`config.mk`:
```
export PLATFORM = sky130hd
export DESIGN_NAME = cosine_similarity_scorer_flat
export DESIGN_NICKNAME = d
export VERILOG_FILES = /design/src/rtl/css_pkg.sv /design/src/rtl/css_stream_if.sv /design/src/rtl/css_datapath.sv /design/src/rtl/css_controller.sv /design/src/rtl/cosine_similarity_scorer.sv /design/src/flat_wrapper.sv
export SDC_FILE = /design/constraint.sdc
export NUM_CORES = 1
export LEC_CHECK = 0
export BUFFER_PORTS_ARGS = -buffer_cell sky130_fd_sc_hd__buf_4
export CAP_MARGIN = 30
export CORE_ASPECT_RATIO = 1.1
export CORE_MARGIN = 2
export CORE_UTILIZATION = 65
export CTS_CLUSTER_SIZE = 24
export DETAILED_ROUTE_END_ITERATION = 8
export PLACE_DENSITY = 0.87
export SLEW_MARGIN = 5
export SYNTH_ARGS = -nofsm -noshare
export SYNTH_HDL_FRONTEND = slang
export SYNTH_SLANG_ARGS = --single-unit
```
`constraint.sdc`:
```
create_clock -name clk -period 7.6 [get_ports clk]
set_clock_uncertainty 0.15 [all_clocks]
set_input_delay 0.38 -clock clk [delete_from_list [all_inputs] [get_ports clk]]
set_output_delay 0.38 -clock clk [all_outputs]
set_load 0.05 [all_outputs]
```
`src/rtl/css_pkg.sv`:
```
// Shared types and constants for the cosine similarity scorer.
`timescale 1ns / 1ps
package css_pkg;
  localparam int SumW = 40;
  localparam int RootW = 20;
  localparam int ProdW = 40;
  localparam int QuotW = 15;
  localparam int OneQ14 = 16384;
  localparam logic [SumW-1:0] SqMax = {SumW{1'b1}};
  localparam logic signed [SumW-1:0] DotMax = {1'b0, {(SumW-1){1'b1}}};

  typedef struct packed {
    logic signed [15:0] similarity;
    logic [15:0] row_number;
    logic zero_norm;
  } css_result_t;

  typedef struct packed {
    logic action;
    logic signed [15:0] feature_value;
    logic last_element;
  } css_request_t;

  // Controller to datapath commands.
  typedef struct packed {
    logic accept;       // consume the held request (element step)
    logic start_row_end;  // start the square root sequence
    logic sqrt_step;
    logic div_step;
    logic div_init;
    logic finish;       // capture result
  } css_cmd_t;

  typedef struct packed {
    logic row_end;      // accepted element closes a row
  } css_status_t;
endpackage

```
`src/rtl/css_stream_if.sv`:
```
// Valid/ready channel interface carrying one request or result.
`timescale 1ns / 1ps
interface css_stream_if #(parameter type T = logic) ();
  logic valid;
  logic ready;
  T payload;
  modport source (output valid, output payload, input ready);
  modport sink (input valid, input payload, output ready);
endinterface

```
`src/rtl/css_datapath.sv`:
```
// Datapath: reference store, accumulators, square roots and divider.
`timescale 1ns / 1ps
module css_datapath import css_pkg::*; #(
  parameter int MAX_FEATURES = 64,
  parameter int PosW = 7
) (
  input  logic clk,
  input  logic rst,
  input  css_request_t req,
  input  css_cmd_t cmd,
  output css_status_t status,
  output css_result_t result
);
  localparam int AddrW = (MAX_FEATURES > 1) ? $clog2(MAX_FEATURES) : 1;
  localparam logic [PosW-1:0] MaxPos = PosW'(MAX_FEATURES);

  logic signed [15:0] reference_store [MAX_FEATURES];
  logic [PosW-1:0] reference_length;
  logic [SumW-1:0] reference_square_sum;
  logic signed [SumW-1:0] dot_accumulator;
  logic [SumW-1:0] row_square_sum;
  logic [PosW-1:0] element_position;
  logic [15:0] row_counter;
  logic loading_reference;

  // Element stage 1: read reference and form products.
  logic signed [15:0] ref_q;
  logic signed [31:0] sq_full, prod_full;
  logic in_range;
  logic [SumW:0] sq_sum_ext, rsq_sum_ext;
  logic signed [SumW:0] dot_ext;

  assign sq_full = 32'(req.feature_value) * 32'(req.feature_value);
  assign in_range = (element_position < reference_length) &&
                    (element_position < MaxPos);
  always_ff @(posedge clk) begin
    ref_q <= reference_store[element_position[AddrW-1:0]];
  end
  assign prod_full = 32'(req.feature_value) * 32'(ref_q);
  assign status.row_end = req.action && req.last_element;

  // Saturating sums for the element step.
  assign sq_sum_ext = {1'b0, reference_square_sum} + (SumW+1)'(unsigned'(sq_full));
  assign rsq_sum_ext = {1'b0, row_square_sum} + (SumW+1)'(unsigned'(sq_full));
  assign dot_ext = (SumW+1)'(dot_accumulator) + (SumW+1)'(prod_full);

  // Row end: square roots then divide (restoring, one bit per step).
  logic [SumW-1:0] rx_ref, rx_row, rres_ref, rres_row, rbit;
  logic [RootW-1:0] nr, nc;
  logic [ProdW-1:0] divisor;
  logic [SumW+14-1:0] dividend;
  logic [SumW+14:0] rem;
  logic [SumW+14-1:0] quot;
  logic neg, zero;
  logic [SumW+14:0] rem_sh;

  assign rem_sh = {rem[SumW+13:0], dividend[SumW+13]};
  assign nr = rres_ref[RootW-1:0];
  assign nc = rres_row[RootW-1:0];

  always_ff @(posedge clk) begin
    if (rst) begin
      reference_length <= '0;
      reference_square_sum <= '0;
      dot_accumulator <= '0;
      row_square_sum <= '0;
      element_position <= '0;
      row_counter <= '0;
      loading_reference <= 1'b0;
    end else begin
      if (cmd.accept) begin
        if (!req.action) begin
          if (!loading_reference) begin
            reference_store[0] <= req.feature_value;
            reference_length <= PosW'(1);
            reference_square_sum <= SumW'(unsigned'(sq_full));
            row_counter <= '0;
            dot_accumulator <= '0;
            row_square_sum <= '0;
            element_position <= '0;
          end else if (reference_length < MaxPos) begin
            reference_store[reference_length[AddrW-1:0]] <= req.feature_value;
            reference_length <= reference_length + PosW'(1);
            reference_square_sum <= sq_sum_ext[SumW] ? SqMax : sq_sum_ext[SumW-1:0];
          end
          loading_reference <= !req.last_element;
        end else begin
          loading_reference <= 1'b0;
          if (in_range) begin
            if (dot_ext > (SumW+1)'(DotMax)) dot_accumulator <= DotMax;
            else if (dot_ext < -(SumW+1)'(DotMax)) dot_accumulator <= -DotMax;
            else dot_accumulator <= dot_ext[SumW-1:0];
          end
          row_square_sum <= rsq_sum_ext[SumW] ? SqMax : rsq_sum_ext[SumW-1:0];
          if (element_position < MaxPos) element_position <= element_position + PosW'(1);
        end
      end
      if (cmd.finish) begin
        row_counter <= row_counter + 16'd1;
        dot_accumulator <= '0;
        row_square_sum <= '0;
        element_position <= '0;
      end
    end
  end

  always_ff @(posedge clk) begin
    if (cmd.start_row_end) begin
      rx_ref <= reference_square_sum;
      rx_row <= row_square_sum;
      rres_ref <= '0;
      rres_row <= '0;
      rbit <= SumW'(1) << (SumW-2);
    end else if (cmd.sqrt_step) begin
      if (rx_ref >= rres_ref + rbit) begin
        rx_ref <= rx_ref - (rres_ref + rbit);
        rres_ref <= (rres_ref >> 1) + rbit;
      end else rres_ref <= rres_ref >> 1;
      if (rx_row >= rres_row + rbit) begin
        rx_row <= rx_row - (rres_row + rbit);
        rres_row <= (rres_row >> 1) + rbit;
      end else rres_row <= rres_row >> 1;
      rbit <= rbit >> 2;
    end
    if (cmd.div_init) begin
      divisor <= ProdW'(nr) * ProdW'(nc);
      zero <= (nr == '0) || (nc == '0);
      neg <= dot_accumulator[SumW-1];
      dividend <= {(dot_accumulator[SumW-1] ? -dot_accumulator : dot_accumulator), 14'd0};
      rem <= '0;
      quot <= '0;
    end else if (cmd.div_step) begin
      if (rem_sh >= (SumW+15)'(divisor)) begin
        rem <= rem_sh - (SumW+15)'(divisor);
        quot <= {quot[SumW+12:0], 1'b1};
      end else begin
        rem <= rem_sh;
        quot <= {quot[SumW+12:0], 1'b0};
      end
      dividend <= {dividend[SumW+12:0], 1'b0};
    end
  end

  logic [QuotW:0] qsat;
  always_comb begin
    qsat = (quot > (SumW+14)'(OneQ14)) ? (QuotW+1)'(OneQ14) : quot[QuotW:0];
  end
  always_ff @(posedge clk) begin
    if (cmd.finish) begin
      result.zero_norm <= zero;
      result.row_number <= row_counter;
      result.similarity <= zero ? 16'sd0 :
        (neg ? -signed'({1'b0, qsat[14:0]} | (qsat[15] ? 16'h4000 : 16'h0))
             : signed'(16'(qsat)));
    end
  end
endmodule

```
`src/rtl/css_controller.sv`:
```
// Controller: sequences element steps, square roots, division and output.
`timescale 1ns / 1ps
module css_controller import css_pkg::*; (
  input  logic clk,
  input  logic rst,
  input  logic in_valid,
  output logic in_ready,
  input  css_status_t status,
  output css_cmd_t cmd,
  output logic out_valid,
  input  logic out_ready
);
  localparam logic [2:0] S_IDLE = 3'd0, S_FETCH = 3'd1, S_EXEC = 3'd2,
                         S_SQRT = 3'd3, S_DINIT = 3'd4, S_DIV = 3'd5,
                         S_DONE = 3'd6;
  logic [2:0] state, state_next;
  logic [5:0] cnt;
  logic valid_out;

  assign in_ready = (state == S_IDLE);
  assign out_valid = valid_out;

  always_comb begin
    cmd = '0;
    state_next = state;
    unique case (state)
      S_IDLE: if (in_valid) state_next = S_FETCH;
      S_FETCH: state_next = S_EXEC;
      S_EXEC: begin
        cmd.accept = 1'b1;
        state_next = status.row_end ? S_SQRT : S_IDLE;
      end
      S_SQRT: begin
        if (cnt == 6'd0) cmd.start_row_end = 1'b1;
        else cmd.sqrt_step = 1'b1;
        if (cnt == 6'd20) state_next = S_DINIT;
      end
      S_DINIT: begin
        cmd.div_init = 1'b1;
        state_next = S_DIV;
      end
      S_DIV: begin
        cmd.div_step = 1'b1;
        if (cnt == 6'd53) state_next = S_DONE;
      end
      S_DONE: if (!valid_out || out_ready) begin
        cmd.finish = 1'b1;
        state_next = S_IDLE;
      end
      default: state_next = S_IDLE;
    endcase
  end

  always_ff @(posedge clk) begin
    if (rst) begin
      state <= S_IDLE;
      cnt <= '0;
      valid_out <= 1'b0;
    end else begin
      state <= state_next;
      cnt <= (state_next != state) ? 6'd0 : cnt + 6'd1;
      if (cmd.finish) valid_out <= 1'b1;
      else if (out_ready) valid_out <= 1'b0;
    end
  end

`ifndef SYNTHESIS
  a_out_hold: assert property (@(posedge clk) disable iff (rst)
    out_valid && !out_ready |=> out_valid) else $error("result dropped");
  a_one_step: assert property (@(posedge clk) disable iff (rst)
    $onehot0({cmd.accept, cmd.sqrt_step, cmd.div_step, cmd.div_init, cmd.finish}))
    else $error("conflicting commands");
  a_ready_idle: assert property (@(posedge clk) disable iff (rst)
    in_ready |-> !cmd.finish) else $error("finish while idle");
`endif
endmodule

```
`src/rtl/cosine_similarity_scorer.sv`:
```
// Top level of the cosine similarity scorer.
`timescale 1ns / 1ps
// Usage: requests arrive on in_ch (action, feature_value, last_element).
// Action 0 loads reference elements (summed squares, stored); action 1
// streams a candidate row, multiplied against the stored reference.
// At a row's last element one result leaves on out_ch: Q1.14 similarity,
// row number and zero_norm flag.
// Each element passes through request capture (idle), store read (fetch)
// and accumulate (exec) states; a row end then runs a dual square root
// (setup plus 20 steps), a divider setup, a 54-step restoring divide and
// an output step that registers the result once out_ch can take it.
// The result sits in an output register; the next request is taken once
// it is written, while the result still waits for out_ch.ready.
// Reset (rst, synchronous) clears lengths, sums, counters and handshake
// state; the reference store holds stale data, never used unwritten.
// A stalled receiver holds the result; a further row end waits for it.
module cosine_similarity_scorer import css_pkg::*; #(
  parameter int MAX_FEATURES = 64
) (
  input logic clk,
  input logic rst,
  css_stream_if.sink in_ch,
  css_stream_if.source out_ch
);
  localparam int PosW = $clog2(MAX_FEATURES + 1);
  css_request_t req;
  css_cmd_t cmd;
  css_status_t status;
  css_result_t result;

  // Hold the request accepted in idle.
  always_ff @(posedge clk) begin
    if (in_ch.valid && in_ch.ready) req <= in_ch.payload;
  end

  css_controller u_ctrl (
    .clk, .rst,
    .in_valid(in_ch.valid), .in_ready(in_ch.ready),
    .status, .cmd,
    .out_valid(out_ch.valid), .out_ready(out_ch.ready)
  );

  css_datapath #(.MAX_FEATURES(MAX_FEATURES), .PosW(PosW)) u_dp (
    .clk, .rst, .req, .cmd, .status, .result
  );

  assign out_ch.payload = result;
endmodule
```
`src/flat_wrapper.sv`:
```
// flat-port wrapper written by rule: the top's interface ports become plain ports
module cosine_similarity_scorer_flat import css_pkg::*;
#(
  parameter int MAX_FEATURES = 64
)
  (clk, rst, in_ch_valid, in_ch_payload, in_ch_ready, out_ch_valid, out_ch_payload, out_ch_ready);
  css_stream_if in_ch_i ();
  css_stream_if out_ch_i ();
  input logic clk;
  input logic rst;
  input wire logic [$bits(in_ch_i.valid)-1:0] in_ch_valid;
  input wire logic [$bits(in_ch_i.payload)-1:0] in_ch_payload;
  output wire logic [$bits(in_ch_i.ready)-1:0] in_ch_ready;
  output wire logic [$bits(out_ch_i.valid)-1:0] out_ch_valid;
  output wire logic [$bits(out_ch_i.payload)-1:0] out_ch_payload;
  input wire logic [$bits(out_ch_i.ready)-1:0] out_ch_ready;
  assign in_ch_i.valid = in_ch_valid;
  assign in_ch_i.payload = in_ch_payload;
  assign in_ch_ready = in_ch_i.ready;
  assign out_ch_valid = out_ch_i.valid;
  assign out_ch_payload = out_ch_i.payload;
  assign out_ch_i.ready = out_ch_ready;
  cosine_similarity_scorer #(.MAX_FEATURES(MAX_FEATURES)) u_core (.clk(clk), .rst(rst), .in_ch(in_ch_i), .out_ch(out_ch_i));
endmodule
```
==> flow_results.org <==
** Run status
- The flow ran to the end, and the final reports show no timing, DRC or antenna violations.

** Finish
- The net count of the finished layout is ~2200.
- Share of layout cells above drive strength 1 :: 0.0556
- Area growth from synthesis to layout :: 4.67%
- Antenna Cells :: 0
- Count of filler cells inserted in the layout :: about 2000
- The finished cells cover 0.0177 sq mm.

** Timing
- Hold Vio Cnt, Final :: 0
- The smallest clock period supported by the final layout is computed as 6.07 ns.
- Share of the clock period used by the worst path :: 0.799
- Number of failing setup endpoints in the final timing report :: 0
- Total negative slack for setup checks :: 0 ns
- Static timing analysis puts the maximum clock frequency at 165 MHz.
- Minimum hold slack :: between 0.1 and 0.15 ns
- Headroom to the max-slew limit came out at 0.411.
- Slew at the pin closest to its max-slew limit :: 0.882 ns
- Pins Over Slew Limit :: 0
- Final worst setup slack :: 1.53 ns
- Setup repair after global routing left no endpoint under its margin.

** Logic synthesis
- Post-synth EDFFs :: 82
- Each instance of the synthesized netlist takes up on average 8.04 sq um.
- During synthesis, Yosys emitted a total of 0 warnings.
- Synthesis produced a netlist with a net count of 2272.
- In the synthesized netlist, the number of instances is 2098.
- Cell Area, Synth :: 0.0169 sq mm
- The biggest area contributor in the post-synthesis netlist is edfxtp_1.
- The synthesized design contains between 150 and 200 register bits.
- The share of the Yosys chip area taken by registers is 0.276.
- Largest cells by area after synthesis :: edfxtp_1 15%, dfxtp_1 13%, ha_1 12%
- Of all flip-flops after synthesis, the portion carrying an async set or reset was 0.
- Most common flop cell mapped by yosys :: dfxtp_1
- Synth unique cells :: 94
- Area share of the leading cell type in the synthesized netlist :: 0.146

** Placed design
- Placed Area :: 0.0171 sq mm
- Gpl congestion :: roughly 0.98
- Count of input and output buffers :: 6
- Once detailed placement completed, the half-perimeter wirelength came to 31300 um.
- DP Worst Slack :: 1.70 ns

** Detailed routing
- Detailed Route Iter0 Violations :: 1488
- Wire length per cell :: 17.8 um
- First-pass iteration count of the detailed router :: 8
- Antenna-violating nets left :: 0
- Wires add up to ~43000 um.
- Post-DR vias/cell :: 6.50
- Routed via count :: between 15000 and 20000
- DRC :: 0

** Job
- Max-capacitance violation count :: 0

** Worst setup path
- Critical Path RT :: 7.76 ns
- Worst Path Arrival :: between 6 and 7 ns
- The critical path is of the register to register type.
- Critical path endpoint category :: register
- Along the worst path, the maximum fanout reaches 16.
- The worst setup path is launched from a register.

** GRT
- In the global route stage, overall resource usage came out at 0.314.
- The first global-routing pass estimated 70900 um of wire.
- Grt ovf :: 0
- The number of global-route vias before repair is 14963.
- Number of antenna violations at the first check in global routing :: 0
- Entering global routing, the biggest net connects 78 pins.

** Floorplanning
- For this configuration, the core starts out at a cell density of 0.664.
- Die X :: ~160 um
- The core region is 0.0254 sq mm.
- In this run the count of I/O pins placed on the die edge is 8.
- Overall die height :: 173 um
- Area enclosed by the die boundary :: 0.0273 sq mm
- Standard-cell row count :: 61

** CTS
- H-tree lvl count :: 4
- Gates resized during post-CTS repair numbered 0.
- Number of buffers on the longest clock path :: 2
- For the worst-skew pair, the clock arrives at the later sink with an insertion delay of 0.45 ns.
- CTS buffer count :: 17
- Clock Pin Slew Worst Setup and Hold Paths :: ~0.080 ns
- Total clock sinks :: 192
- CTS tree :: built
- Once the clock tree was built, the setup fixing pass inserted 0 buffers.
- Post-CTS Hold Buffers :: 1
- Root Buffer Master :: clkbuf_16

** Pwr
- Static Leakage :: 6.80 nW
- The design draws 0.00390 W.
- Maximum resistive drop on vdd :: 154 uV
- In this run the power density over the cells is 221 mW/mm^2.

** Min path
- Hold crit path type :: input pin to register
-- state kept, by name, summed over array words and instances, names as in the netlist --
signal                   cells
u_core.u_dp.rres_row        40
u_core.u_ctrl.cnt            6
u_core.u_dp.result           1
u_core.u_dp.rx_ref          40
u_core.u_dp.zero             1
u_core.u_ctrl.state          3
u_core.u_ctrl.out_valid      1
u_core.u_dp.rbit            20
u_core.u_dp.rres_ref        40
u_core.u_dp.rx_row          40
-- final timing paths --
path                       startpoint                        to  slack, ns  cells past startpoint
setup / recovery  u_core.u_dp.rbit[2]  u_core.u_dp.rres_row[17]       1.53                     21
hold / removal            in_ch_valid    u_core.u_ctrl.state[0]       0.10                      3
setup reg to reg  u_core.u_dp.rbit[2]  u_core.u_dp.rres_row[17]       1.53                     21
hold reg to reg      u_core.u_dp.zero     u_core.u_dp.result[0]       0.28                      0
-- layer usage --
metal / GRT usage / part of all wire / routed length [um] / vias up
met5: 0 / 0 / 0 / -
met4: 0.160 / 0.049 / 2080 / 0
met3: 0.0371 / 0.047 / 2000 / 144
met2: 0.542 / 0.49 / 20900 / 560
met1: 0.383 / 0.42 / 17700 / 7351
li1: - / - / - / 7527
-- kinds of logic after synthesis --
| group | share of synthesized area |
|---|---|
| flops | 0.276 |
| compound gates | 0.235 |
| mux | 0.0101 |
| simple gates | 0.206 |
| xor+xnor | 0.112 |
| buf+inv | 0.0340 |
| fa+ha+maj | 0.126 |
-- cells in the final DEF (no fill, tap or decap), drive strengths merged, types with 5 or more instances in the layout --
master	instances
and4	6
a31oi	76
o21bai	27
a2111oi	8
dfxtp	110
or3	7
nand2b	16
o21ai	168
o22ai	8
o21a	6
inv	49
xnor2	107
a221oi	5
a211oi	21
a31o	12
xor2	109
nand2	288
edfxtp	82
nand4	30
nor2	209
and3	22
and2	14
mux2i	17
or2	10
o31ai	12
a21oi	134
nand3	59
a21o	51
nor4	17
clkbuf	19
buf	17
ha	167
a21boi	6
o211ai	21
nor3	41
o41ai	6
nor2b	29
-- critical path, stage by stage (launching register included) --
cell	delay, ns
dfxtp_1	0.53
ha_1	0.34
a31oi_1	0.39
a211oi_2	0.20
a21oi_2	0.32
o31ai_4	0.14
a31o_2	0.29
a41o_1	0.27
a31oi_1	0.26
o21bai_1	0.11
xnor2_1	0.17
ha_1	0.45
nand4_1	0.18
nor3_1	0.34
a221oi_1	0.13
o21ai_0	0.19
nor4_1	0.12
nor2_2	0.72
buf_4	0.30
nand2_1	0.09
xor2_1	0.16
o21ai_1	0.08
-- where the power goes --
| group | total, W | internal, W | switching (W) |
|---|---|---|---|
| combinational | 0.00155 | 0.000627 | 0.000924 |
| sequential | 0.00142 | 0.00122 | 0.000195 |
| clock | 0.000931 | 0.000469 | 0.000462 |
| total | 0.00390 | 0.00232 | 0.00158 |
-- Yosys cell counts, types with 6 or more instances --
cell type,instances
o21bai_1,26
o21a_1,6
nand2b_1,16
ha_1,167
inv_1,38
or3_1,7
xor2_1,109
and3_1,22
nand4_1,30
a31oi_1,75
buf_2,24
a21o_1,51
and2_1,13
a21oi_1,129
o211ai_1,19
o21ai_0,111
mux2i_1,17
a31o_2,12
xnor2_1,107
nor2b_1,29
nand2_1,288
nor2_1,209
o21ai_1,55
a2111oi_0,7
a211oi_1,16
clkbuf_1,63
o22ai_1,8
or2_2,9
dfxtp_1,110
nand3_1,58
nor4_1,16
and4_1,6
o31ai_1,10
nor3_1,40
edfxtp_1,82
-- cell type report --
type	instances	area, sq um	share of cell area
multi-input combinational	1771	11700	0.661
sequential	192	4660	0.264
clock buffer	19	464	0.0263
tap	346	433	0.0245
inverter	39	146	0.00829
timing repair buffer	18	138	0.00779
clock inverter	13	133	0.00751
-- through the flow --
stage | std cells | utilization
after floorplan | 2098 | -
after global placement | 2365 | 0.671
after detailed placement | 2365 | 0.671
after CTS | 2398 | 0.695
after global routing | 2398 | 0.695
final | 2398 | 0.695
No activity file was read; power rests on OpenSTA's default activity.
